`src/rtl/core/mdhl_pkg.sv`:
```
// ============================================================================
// mdhl_pkg
// Shared types and operation codes for the multiply/divide HI/LO unit.
// ============================================================================
`default_nettype none

package mdhl_pkg;

    localparam int WORD_W = 32;
    localparam int OP_W   = 4;

    // Operation codes
    localparam logic [OP_W-1:0] OP_MULT  = 4'd0;
    localparam logic [OP_W-1:0] OP_MULTU = 4'd1;
    localparam logic [OP_W-1:0] OP_DIV   = 4'd2;
    localparam logic [OP_W-1:0] OP_DIVU  = 4'd3;
    localparam logic [OP_W-1:0] OP_MADD  = 4'd4;
    localparam logic [OP_W-1:0] OP_MADDU = 4'd5;
    localparam logic [OP_W-1:0] OP_MSUB  = 4'd6;
    localparam logic [OP_W-1:0] OP_MSUBU = 4'd7;
    localparam logic [OP_W-1:0] OP_MTHI  = 4'd8;
    localparam logic [OP_W-1:0] OP_MTLO  = 4'd9;
    localparam logic [OP_W-1:0] OP_MFHI  = 4'd10;
    localparam logic [OP_W-1:0] OP_MFLO  = 4'd11;

    // Control from the sequencer to the iteration datapath
    typedef struct packed {
        logic load;      // take fresh operand magnitudes
        logic step;      // run one shift-add or shift-subtract step
        logic div_mode;  // 1: restoring divide step, 0: multiply step
    } ctrl_t;

endpackage : mdhl_pkg

`default_nettype wire

```
`src/rtl/core/mdhl_iter.sv`:
```
// ============================================================================
// mdhl_iter
// Radix-2 iteration datapath around one shared 33-bit add/subtract unit.
// ============================================================================
`default_nettype none

module mdhl_iter
    import mdhl_pkg::*;
(
    input  wire logic              clk,
    input  wire ctrl_t             ctrl,
    input  wire logic [WORD_W-1:0] load_a,   // multiplier or dividend magnitude
    input  wire logic [WORD_W-1:0] load_b,   // multiplicand or divisor magnitude
    output logic      [WORD_W-1:0] upper,    // product high / remainder
    output logic      [WORD_W-1:0] lower     // product low / quotient
);

    logic [WORD_W-1:0] upper_reg, upper_next;
    logic [WORD_W-1:0] lower_reg, lower_next;
    logic [WORD_W-1:0] opnd_reg;

    logic [WORD_W:0]   add_a;
    logic [WORD_W:0]   add_b;
    logic [WORD_W+1:0] add_res;
    logic              div_ok;

    // Shared adder: sum for multiply, trial subtract for divide
    always_comb
    begin
        if (ctrl.div_mode)
        begin
            add_a   = {upper_reg, lower_reg[WORD_W-1]};
            add_b   = {1'b0, opnd_reg};
            add_res = {1'b0, add_a} - {1'b0, add_b};
        end
        else
        begin
            add_a   = {1'b0, upper_reg};
            add_b   = lower_reg[0] ? {1'b0, opnd_reg} : '0;
            add_res = {1'b0, add_a} + {1'b0, add_b};
        end
    end

    assign div_ok = ~add_res[WORD_W+1];

    always_comb
    begin
        upper_next = upper_reg;
        lower_next = lower_reg;
        if (ctrl.load)
        begin
            upper_next = '0;
            lower_next = load_a;
        end
        else if (ctrl.step)
        begin
            if (ctrl.div_mode)
            begin
                // keep the difference when it does not borrow
                upper_next = div_ok ? add_res[WORD_W-1:0]
                                    : {upper_reg[WORD_W-2:0], lower_reg[WORD_W-1]};
                lower_next = {lower_reg[WORD_W-2:0], div_ok};
            end
            else
            begin
                // shift the sum right, carry into the top
                upper_next = add_res[WORD_W:1];
                lower_next = {add_res[0], lower_reg[WORD_W-1:1]};
            end
        end
    end

    always_ff @(posedge clk)
    begin
        upper_reg <= upper_next;
        lower_reg <= lower_next;
        if (ctrl.load)
            opnd_reg <= load_b;
    end

    assign upper = upper_reg;
    assign lower = lower_reg;

endmodule : mdhl_iter

`default_nettype wire

```
`src/rtl/core/multiply_divide_hilo_unit.sv`:
```
// ============================================================================
// multiply_divide_hilo_unit
// Multiply/divide unit with a HI/LO pair; sequencer, sign fix and accumulate.
// ============================================================================
// Sequence: multiply and divide words run 32 radix-2 steps of the shared adder,
//   then one sign fix and one commit; accumulate forms add one more 64-bit add
//   before the commit; moves and reads go straight to the commit.
// Flow: one word at a time, taken in the cycle after the previous one reaches
//   the output register; a word waits in S_DONE while that register is full.
// Reset: rst_n clears HI, LO, the sequencer and the output valid flag.
`default_nettype none

module multiply_divide_hilo_unit
    import mdhl_pkg::*;
(
    input  wire logic        clk,
    input  wire logic        rst_n,
    // input stream
    input  wire logic        s_tvalid,
    output logic             s_tready,
    input  wire logic [63:0] s_tdata,   // [31:0] operand_a, [63:32] operand_b
    input  wire logic [3:0]  s_tuser,   // [3:0] operation
    // result stream
    output logic             m_tvalid,
    input  wire logic        m_tready,
    output logic [95:0]      m_tdata    // [31:0] hi_value, [63:32] lo_value,
                                        // [95:64] read_value
);

    localparam logic [2:0] S_IDLE = 3'd0;
    localparam logic [2:0] S_ITER = 3'd1;
    localparam logic [2:0] S_FIX  = 3'd2;
    localparam logic [2:0] S_ACC  = 3'd3;
    localparam logic [2:0] S_DONE = 3'd4;

    localparam int CNT_W = $clog2(WORD_W);

    logic [2:0]        state_reg, state_next;
    logic [CNT_W-1:0]  count_reg, count_next;

    logic [WORD_W-1:0] hi_reg, lo_reg;
    logic [WORD_W-1:0] res_hi_reg, res_hi_next;
    logic [WORD_W-1:0] res_lo_reg, res_lo_next;
    logic [WORD_W-1:0] rd_reg, rd_next;
    logic              div_reg, div_next;
    logic              acc_reg, acc_next;
    logic              sub_reg, sub_next;
    logic              qneg_reg, qneg_next;   // negate product or quotient
    logic              rneg_reg, rneg_next;   // negate remainder

    logic              m_tvalid_reg;
    logic [95:0]       m_tdata_reg;

    logic [OP_W-1:0]   op;
    logic [WORD_W-1:0] opa, opb;
    logic              op_signed;
    logic              accept;
    logic              commit;

    ctrl_t             ctrl;
    logic [WORD_W-1:0] mag_a, mag_b;
    logic [WORD_W-1:0] it_upper, it_lower;

    logic [2*WORD_W-1:0] prod_fix;
    logic [2*WORD_W-1:0] acc_sum;

    assign op     = s_tuser;
    assign opa    = s_tdata[WORD_W-1:0];
    assign opb    = s_tdata[2*WORD_W-1:WORD_W];
    assign accept = s_tvalid && s_tready;
    assign commit = (state_reg == S_DONE) && (!m_tvalid_reg || m_tready);

    assign s_tready = (state_reg == S_IDLE);

    // signed forms have an even code below the move group
    assign op_signed = (op inside {OP_MULT, OP_DIV, OP_MADD, OP_MSUB});

    // take magnitudes on the way into the iteration registers
    assign mag_a = (op_signed && opa[WORD_W-1]) ? (~opa + 1'b1) : opa;
    assign mag_b = (op_signed && opb[WORD_W-1]) ? (~opb + 1'b1) : opb;

    assign ctrl.load     = accept;
    assign ctrl.step     = (state_reg == S_ITER);
    assign ctrl.div_mode = accept ? (op == OP_DIV || op == OP_DIVU) : div_reg;

    mdhl_iter u_iter
    (
        .clk    (clk),
        .ctrl   (ctrl),
        .load_a (mag_a),
        .load_b (mag_b),
        .upper  (it_upper),
        .lower  (it_lower)
    );

    // sign fix of the 64-bit product
    assign prod_fix = qneg_reg ? (~{it_upper, it_lower} + 1'b1) : {it_upper, it_lower};

    // accumulate the fixed product into the current HI/LO pair
    assign acc_sum = sub_reg ? ({hi_reg, lo_reg} - {res_hi_reg, res_lo_reg})
                             : ({hi_reg, lo_reg} + {res_hi_reg, res_lo_reg});

    // Sequencer
    always_comb
    begin
        state_next  = state_reg;
        count_next  = count_reg;
        res_hi_next = res_hi_reg;
        res_lo_next = res_lo_reg;
        rd_next     = rd_reg;
        div_next    = div_reg;
        acc_next    = acc_reg;
        sub_next    = sub_reg;
        qneg_next   = qneg_reg;
        rneg_next   = rneg_reg;

        case (state_reg)
            S_IDLE:
            begin
                if (accept)
                begin
                    count_next  = '1;
                    rd_next     = '0;
                    res_hi_next = hi_reg;
                    res_lo_next = lo_reg;
                    div_next    = (op == OP_DIV || op == OP_DIVU);
                    acc_next    = (op inside {OP_MADD, OP_MADDU, OP_MSUB, OP_MSUBU});
                    sub_next    = (op == OP_MSUB || op == OP_MSUBU);
                    qneg_next   = op_signed && (opa[WORD_W-1] ^ opb[WORD_W-1]);
                    rneg_next   = op_signed && opa[WORD_W-1];
                    case (op)
                        OP_MULT, OP_MULTU, OP_DIV, OP_DIVU,
                        OP_MADD, OP_MADDU, OP_MSUB, OP_MSUBU:
                            state_next = S_ITER;
                        OP_MTHI:
                        begin
                            res_hi_next = opa;
                            state_next  = S_DONE;
                        end
                        OP_MTLO:
                        begin
                            res_lo_next = opa;
                            state_next  = S_DONE;
                        end
                        OP_MFHI:
                        begin
                            rd_next    = hi_reg;
                            state_next = S_DONE;
                        end
                        OP_MFLO:
                        begin
                            rd_next    = lo_reg;
                            state_next = S_DONE;
                        end
                        default:
                            state_next = S_DONE;
                    endcase
                end
            end

            S_ITER:
            begin
                count_next = count_reg - 1'b1;
                if (count_reg == '0)
                    state_next = S_FIX;
            end

            S_FIX:
            begin
                if (div_reg)
                begin
                    // remainder follows the dividend, quotient the sign product
                    res_hi_next = rneg_reg ? (~it_upper + 1'b1) : it_upper;
                    res_lo_next = qneg_reg ? (~it_lower + 1'b1) : it_lower;
                end
                else
                begin
                    res_hi_next = prod_fix[2*WORD_W-1:WORD_W];
                    res_lo_next = prod_fix[WORD_W-1:0];
                end
                state_next = acc_reg ? S_ACC : S_DONE;
            end

            S_ACC:
            begin
                res_hi_next = acc_sum[2*WORD_W-1:WORD_W];
                res_lo_next = acc_sum[WORD_W-1:0];
                state_next  = S_DONE;
            end

            S_DONE:
            begin
                // hold until the output register is free
                if (commit)
                    state_next = S_IDLE;
            end

            default:
                state_next = S_IDLE;
        endcase
    end

    always_ff @(posedge clk or negedge rst_n)
    begin
        if (!rst_n)
        begin
            state_reg    <= S_IDLE;
            count_reg    <= '0;
            hi_reg       <= '0;
            lo_reg       <= '0;
            m_tvalid_reg <= 1'b0;
        end
        else
        begin
            state_reg <= state_next;
            count_reg <= count_next;
            if (commit)
            begin
                hi_reg       <= res_hi_reg;
                lo_reg       <= res_lo_reg;
                m_tvalid_reg <= 1'b1;
            end
            else if (m_tready)
                m_tvalid_reg <= 1'b0;
        end
    end

    always_ff @(posedge clk)
    begin
        res_hi_reg <= res_hi_next;
        res_lo_reg <= res_lo_next;
        rd_reg     <= rd_next;
        div_reg    <= div_next;
        acc_reg    <= acc_next;
        sub_reg    <= sub_next;
        qneg_reg   <= qneg_next;
        rneg_reg   <= rneg_next;
        if (commit)
            m_tdata_reg <= {rd_reg, res_lo_reg, res_hi_reg};
    end

    assign m_tvalid = m_tvalid_reg;
    assign m_tdata  = m_tdata_reg;

    // Checks
    a_iter_count: assert property (@(posedge clk) disable iff (!rst_n)
        (state_reg == S_ITER && count_reg != '0) |=> (count_reg == $past(count_reg) - 1'b1))
        else $error("iteration counter skipped a step");

    a_one_word: assert property (@(posedge clk) disable iff (!rst_n)
        accept |=> !s_tready)
        else $error("second word taken while one is in flight");

    a_valid_source: assert property (@(posedge clk) disable iff (!rst_n)
        $rose(m_tvalid) |-> ($past(state_reg) == S_DONE))
        else $error("result raised outside the commit state");

    a_hilo_hold: assert property (@(posedge clk) disable iff (!rst_n)
        (state_reg != S_DONE) |=> ($stable(hi_reg) && $stable(lo_reg)))
        else $error("HI/LO changed before commit");

endmodule : multiply_divide_hilo_unit

`default_nettype wire
```
`config.mk`:
```
export PLATFORM = sky130hd
export DESIGN_NAME = multiply_divide_hilo_unit
export DESIGN_NICKNAME = d
export VERILOG_FILES = /design/src/rtl/core/mdhl_pkg.sv /design/src/rtl/core/mdhl_iter.sv /design/src/rtl/core/multiply_divide_hilo_unit.sv
export SDC_FILE = /design/constraint.sdc
export NUM_CORES = 1
export LEC_CHECK = 0
export ABC_AREA = 0
export ABC_CLOCK_PERIOD_IN_PS = 6400
export BUFFER_PORTS_ARGS = -buffer_cell sky130_fd_sc_hd__buf_2
export CORE_ASPECT_RATIO = 1.4
export CORE_UTILIZATION = 40
export CTS_BUF_LIST = sky130_fd_sc_hd__clkbuf_8
export DETAILED_ROUTE_END_ITERATION = 8
export PLACE_DENSITY_LB_ADDON = 0.12
export SLEW_MARGIN = 20
export SYNTH_ARGS = -nofsm -noshare
export SYNTH_HDL_FRONTEND = slang
export SYNTH_SLANG_ARGS = --single-unit
```
`constraint.sdc`:
```
create_clock -name clk -period 6.4 [get_ports clk]
set_input_delay 0 -clock clk [delete_from_list [all_inputs] [get_ports clk]]
set_output_delay 0 -clock clk [all_outputs]
set_load 0.005 [all_outputs]
```
After elaboration in Yosys (flattened, before gate mapping)
Index checks and enable logic that the tools add are counted.

word-level totals
  flip-flop bits (word level) = 366
  input bits = 72
  output and inout bits = 98
  logic and storage cells = 108

operators by class
  add/subtract/negate cells = 10
  equal/unequal tests = 18
  multiplexer cells = 33
  bitwise logic cells = 7
  reductions and logical operators = 23

operator list
  operator               number
  $mux 32                16
  $pmux 32 s3            2
  $add 32x1->32 const B  4
  $mux 64                2
  $not 32->32            4
  $add 64x1->64 const B  1
  $add 64x64->64         1
  $not 64->64            1
  $pmux 32 s2            1
  $sub 64x64->64         1
  $add 32x33->34         1
  $mux 34                1
  $sub 33x32->34         1
  $eq 4x3->1 const B     4
  $eq 4x4->1 const B     4
  $mux 3                 5
  $pmux 3 s5             1
  $pmux 5 s2             1
  $eq 4x2->1 const B     2
  $reduce_bool 4->1      2
  $reduce_or 8->1        1
  $eq 3x2->1 const B     2
  $reduce_and 2->1       3
  $reduce_bool 2->1      3
  other kinds (18)       27

Logic depth before layout (Yosys ltp)
  depth in word-level cells = 8
  mapped depth = 20
  gate-level depth less buffers = 19

By module
Synthesis repeated with hierarchy kept, for this count alone.

second synthesis, totals
  cells, all modules = 3,025
  area, all modules = 27,064.7 µm²

modules (own cells, without submodules)
  module                     instances  cells each  area an instance (µm²)  seq. area each (µm²)
  multiply_divide_hilo_unit  1          2,108       19,079.5                7,742.4
  mdhl_iter                  1          917         7,985.2                 2,562.5

Worst setup path before layout
OpenSTA, ideal clock, no wires.

  path kind = register to register
  from = register res_lo_reg[4]
  to = register res_hi_reg[28] (data pin)
  setup time = 0.135 ns
  arrival time = 5.008 ns
  required time = 6.265 ns
  setup slack = 1.257 ns
  stages on the path, launching flop included = 20
  buffers on the path = 1
  clock period less this slack = 5.143 ns
  cells stage by stage = edfxtp_1 or3_1 nor3_1 nand2_1 or4_1 nor4_1 nor2_1 xnor2_1 ha_1 buf_4 nand2_1 or3_4 or3_1 o221ai_2 a41oi_2 o31a_1 o21ai_2 a221oi_2 or4_1 nand3_1

between the ends
  longest elaborated chain between the ends = 3
  elaborated cells on any way between the ends = 4
  those cells by class = add/sub: 2; mux: 2

RTL lines
  item                                              RTL line                                                            text
  start: declaration                                multiply_divide_hilo_unit.sv:43                                     logic [WORD_W-1:0] res_lo_reg, res_lo_next;
  start signal: assignment                          multiply_divide_hilo_unit.sv:231                                    res_lo_reg <= res_lo_next;
  $add 64x64->64 or $sub 64x64->64 (tied branches)  multiply_divide_hilo_unit.sv:101, multiply_divide_hilo_unit.sv:100
  $mux 64 *                                         multiply_divide_hilo_unit.sv:100                                    assign acc_sum = sub_reg ? ({hi_reg, lo_reg} - {res_hi_reg, res_lo_reg})
  $pmux 32 s3 *                                     multiply_divide_hilo_unit.sv:117                                    case (state_reg)
  named net res_hi_next[28]                         multiply_divide_hilo_unit.sv:42                                     logic [WORD_W-1:0] res_hi_reg, res_hi_next;
  end signal: assignment                            multiply_divide_hilo_unit.sv:230                                    res_hi_reg <= res_hi_next;
  end: declaration                                  multiply_divide_hilo_unit.sv:42

Mark *: on every way through the listed nets, which the timed path passes. The rest lies on a longest branch.
A chain may end at the register's enable or synchronous reset.

Worst setup path after layout
Ends and elaborated chain as after synthesis.

==> flow_metrics.env <==
export IMPL_hold_depth=5
export IMPL_clkTransAtPathRegs_ns=0.06
export IMPL_yosys_register_bits=366
export IMPL_ios=170
export IMPL_core_region_area_sq_um=65400
export IMPL_track_usage_pct=30.4
export IMPL_fin_crit_sh_pct=92.0
export IMPL_met3WireLength_um=6010
export IMPL_worstSetupStartpointType="flip-flop"
export IMPL_cts_hold_buf=96
export IMPL_sw_frac_of_total_pct=49.1
export IMPL_drt_wl_total_um=102000
export IMPL_dr_pass1_iters=6
export IMPL_timing_rr_start="res_lo_reg[4]"
export IMPL_yosys_warnings=0
export IMPL_die_area_sq_um=67300
export IMPL_synth_area_sq_um=26500
export IMPL_cts_setup_buffers=0
export IMPL_ir_drop_mv=0.212
export IMPL_setup_tns_ns=0
export IMPL_wl_met1_um=39700
export IMPL_crit_arrival_ns=6.42
export IMPL_via_count=23907
export IMPL_critPathMaxFanout=9
export IMPL_htree_levels=3
export IMPL_status="finished clean"
export IMPL_syn_avg_cell_area_sq_um=8.84
export IMPL_post_drt_wl_per_cell_um=24.8
export IMPL_die_x_um=219
export IMPL_rows=111
export IMPL_drive_gt1_share_pct=11.0
export IMPL_ctsLongestPathBuffers=3
export IMPL_async_flop_share_pct=19.9
export IMPL_synth_edf_count=261
export IMPL_yosysUniqueCellTypes=89
export IMPL_ant_nets=0
export IMPL_areaGrowthSynthToFinish_pct=15.2
export IMPL_power_frac_comb_pct=55.4
export IMPL_dp_cells=3896
export IMPL_grt_pass1_wl_um=150000
export IMPL_hold_start="s_tvalid"
export IMPL_min_period_ns=5.89
export IMPL_largest_reg_flops=96
export IMPL_seq_area_frac_synth_pct=38.9
export IMPL_fin_cells=4120
export IMPL_hold_class="in2reg"
export IMPL_drc=0
export IMPL_post_cts_resized=0
export IMPL_p_sw_uw=7840
export IMPL_route_met2_wl_um=50500
export IMPL_antenna_found_initial=4
export IMPL_relSlewSlack_pct=37.1
export IMPL_required_ns=6.93
export IMPL_r2r_cells=19
export IMPL_n_fill_cell=6333
export IMPL_numCtsBuffers=67
export IMPL_hpwl_um=79000
export IMPL_drt_iter0_markers=1945
export IMPL_ff2ff_setup_slack_ns=0.51
export IMPL_seqPwrFrac_pct=29.8
export IMPL_cap_violations=0
export IMPL_fp_dieH_um=306
export IMPL_port_buffers=169
export IMPL_cellLeakagePower_uw=0.0126
export IMPL_start_util_pct=40.5
export IMPL_worstSetupPathType="reg2reg"
export IMPL_syn_inst=2994
export IMPL_r2r_end="res_hi_reg[28]"
export IMPL_synth_flop_cell="edfxtp_1"
export IMPL_tritoncts="done"
export IMPL_layout_nets=3423
export IMPL_hold_viol_final=0
export IMPL_grt_start_max_net_pins=81
export IMPL_hold_path_end="count_reg[4]"
export IMPL_viasPerCell=5.80
export IMPL_top_layer_used="met5"
export IMPL_overflow=0
export IMPL_clock_skew_ns=0.0368
export IMPL_finalSetupViolCount=0
export IMPL_grt_pass1_vias=23725
export IMPL_clockPowerShare_pct=14.8
export IMPL_cts_root_buf="clkbuf_8"
export IMPL_max_freq_mhz=170
export IMPL_clock_latency_ns=0.68
export IMPL_pwr_density_cell_nw_per_um2=523
export IMPL_rsz0062_at_grt="no"
export IMPL_place_congestion=0.974
export IMPL_drv_slew=0
export IMPL_tightest_slew_ns=0.944
export IMPL_cts_num_sinks=366
export IMPL_syn_nets=3203
export IMPL_crit_path_end_kind="flip-flop"
export IMPL_p_int_uw=8120
==> cells in the mapped netlist (19+ instances only) <==
cell type  count  area (sq um)
nand2_1      445          1670
edfxtp_1     261          7840
a21oi_1      247          1240
nor2_1       241           905
o21ai_0      199           996
xnor2_1      175          1530
ha_1         134          1680
clkbuf_1     125           469
xor2_1       108           946
inv_1         89           334
mux2i_1       85           851
nor3_1        77           385
a21o_1        76           571
dfrtp_1       73          1830
a211oi_1      43           323
nand3_1       43           215
a31oi_1       42           263
a22o_1        35           307
dfxtp_1       32           641
o211ai_1      32           240
o31ai_1       31           233
nand2b_1      30           188
or3_1         28           175
nand4_1       24           150
nor2b_1       20           125
nor4_1        20           125
or4_1         20           150
and3_1        19           119
==> critical path: stages, from the launching register on <==
cell and delay (ns):
edfxtp_1 0.47, or3_1 0.48, nor3_1 0.30, nand2_1 0.13, or4_1 0.58, nor4_1 0.36, buf_4 0.22, nor2_1 0.05
xnor2_1 0.13, ha_1 0.48, nand2_1 0.09, or3_4 0.41, or3_1 0.40, o221ai_2 0.18, a41oi_2 0.12, o31a_1 0.37
o21ai_2 0.22, a221oi_2 0.14, or4_1 0.50, nand3_1 0.10
==> logic make-up (layout without fill, tap and decap cells) <==
kind of cell,count (synthesis),count (layout),share of synthesized area (%)
compound gates,863,863,20.9
xor+xnor,283,283,9.36
fa+ha+maj,137,137,6.56
buf+inv,241,516,3.51
flops,366,366,38.9
mux,89,89,3.38
other cells,0,4,0
simple gates,1015,1015,17.4
==> power groups by stage <==
stage                     clock (uW)  combinational [uW]  sequential, uW
final                           2360                8850            4760
after global routing            2520                9740            4830
after CTS                       2410                8740            4740
after detailed placement           0                8640            4780
after global placement             0                8590            4770
after floorplan                    0                6520            4060
==> cell type report <==
| cell class | count | area, sq um | area share [%] |
|---|---|---|---|
| Timing Repair Buffer | 301 | 2090 | 6.86 |
| Inverter | 91 | 349 | 1.14 |
| Tap cell | 847 | 1060 | 3.47 |
| Antenna cell | 4 | 10.0 | 0.0328 |
| Multi-Input combinational cell | 2387 | 15300 | 50.1 |
| Sequential cell | 366 | 10300 | 33.8 |
| Clock inverter | 52 | 397 | 1.30 |
| Clock buffer | 72 | 991 | 3.25 |
==> placed cells by master (no fill, tap or decap), types with 35 or more instances in the layout <==
master	instances
nor3_1	75
buf_2	168
clkbuf_8	72
nand2_1	444
nor2_1	240
inv_1	103
o21ai_0	199
a21oi_1	247
a211oi_1	43
a22o_1	35
nand3_1	42
dfrtp_1	72
xor2_1	108
buf_4	36
a31oi_1	42
a21o_1	76
dlygate4sd3_1	96
edfxtp_1	261
ha_1	134
xnor2_1	175
mux2i_1	85
==> how the worst max path moves through the flow <==
stage | start | to | slack (ns) | depth (start not counted)
global route | res_lo_reg[4] | res_hi_reg[24] | 0.11 | 19
CTS | res_lo_reg[4] | res_hi_reg[28] | 0.43 | 19
detailed placement | res_lo_reg[4] | res_hi_reg[28] | 0.48 | 19
floorplan | res_lo_reg[4] | res_hi_reg[28] | 1.26 | 19
global placement | res_lo_reg[4] | res_hi_reg[27] | 0.52 | 19
finish | res_lo_reg[4] | res_hi_reg[28] | 0.51 | 19
==> layer usage <==
layer  vias up  GRT usage [%]
met5         -              0
met3       200           4.59
met4         2           16.7
met1     11437           35.3
met2       881           52.9
li1      11387              -
==> metrics by stage <==
step | hold WS [ns] | cell area [sq um] | setup WS [ns] | total power, uW | utilization [%]
floorplan | -0.296 | 26500 | 1.26 | 10600 | -
global placement | -0.0890 | 28100 | 0.524 | 13400 | 43.0
detailed placement | -0.0864 | 28100 | 0.475 | 13400 | 43.0
CTS | 0.0442 | 30500 | 0.431 | 15900 | 46.6
global route | 0.104 | 30500 | 0.112 | 17100 | 46.6
finish | 0.0841 | 30500 | 0.510 | 16000 | 46.6
Power figures use the tool's default switching activity.
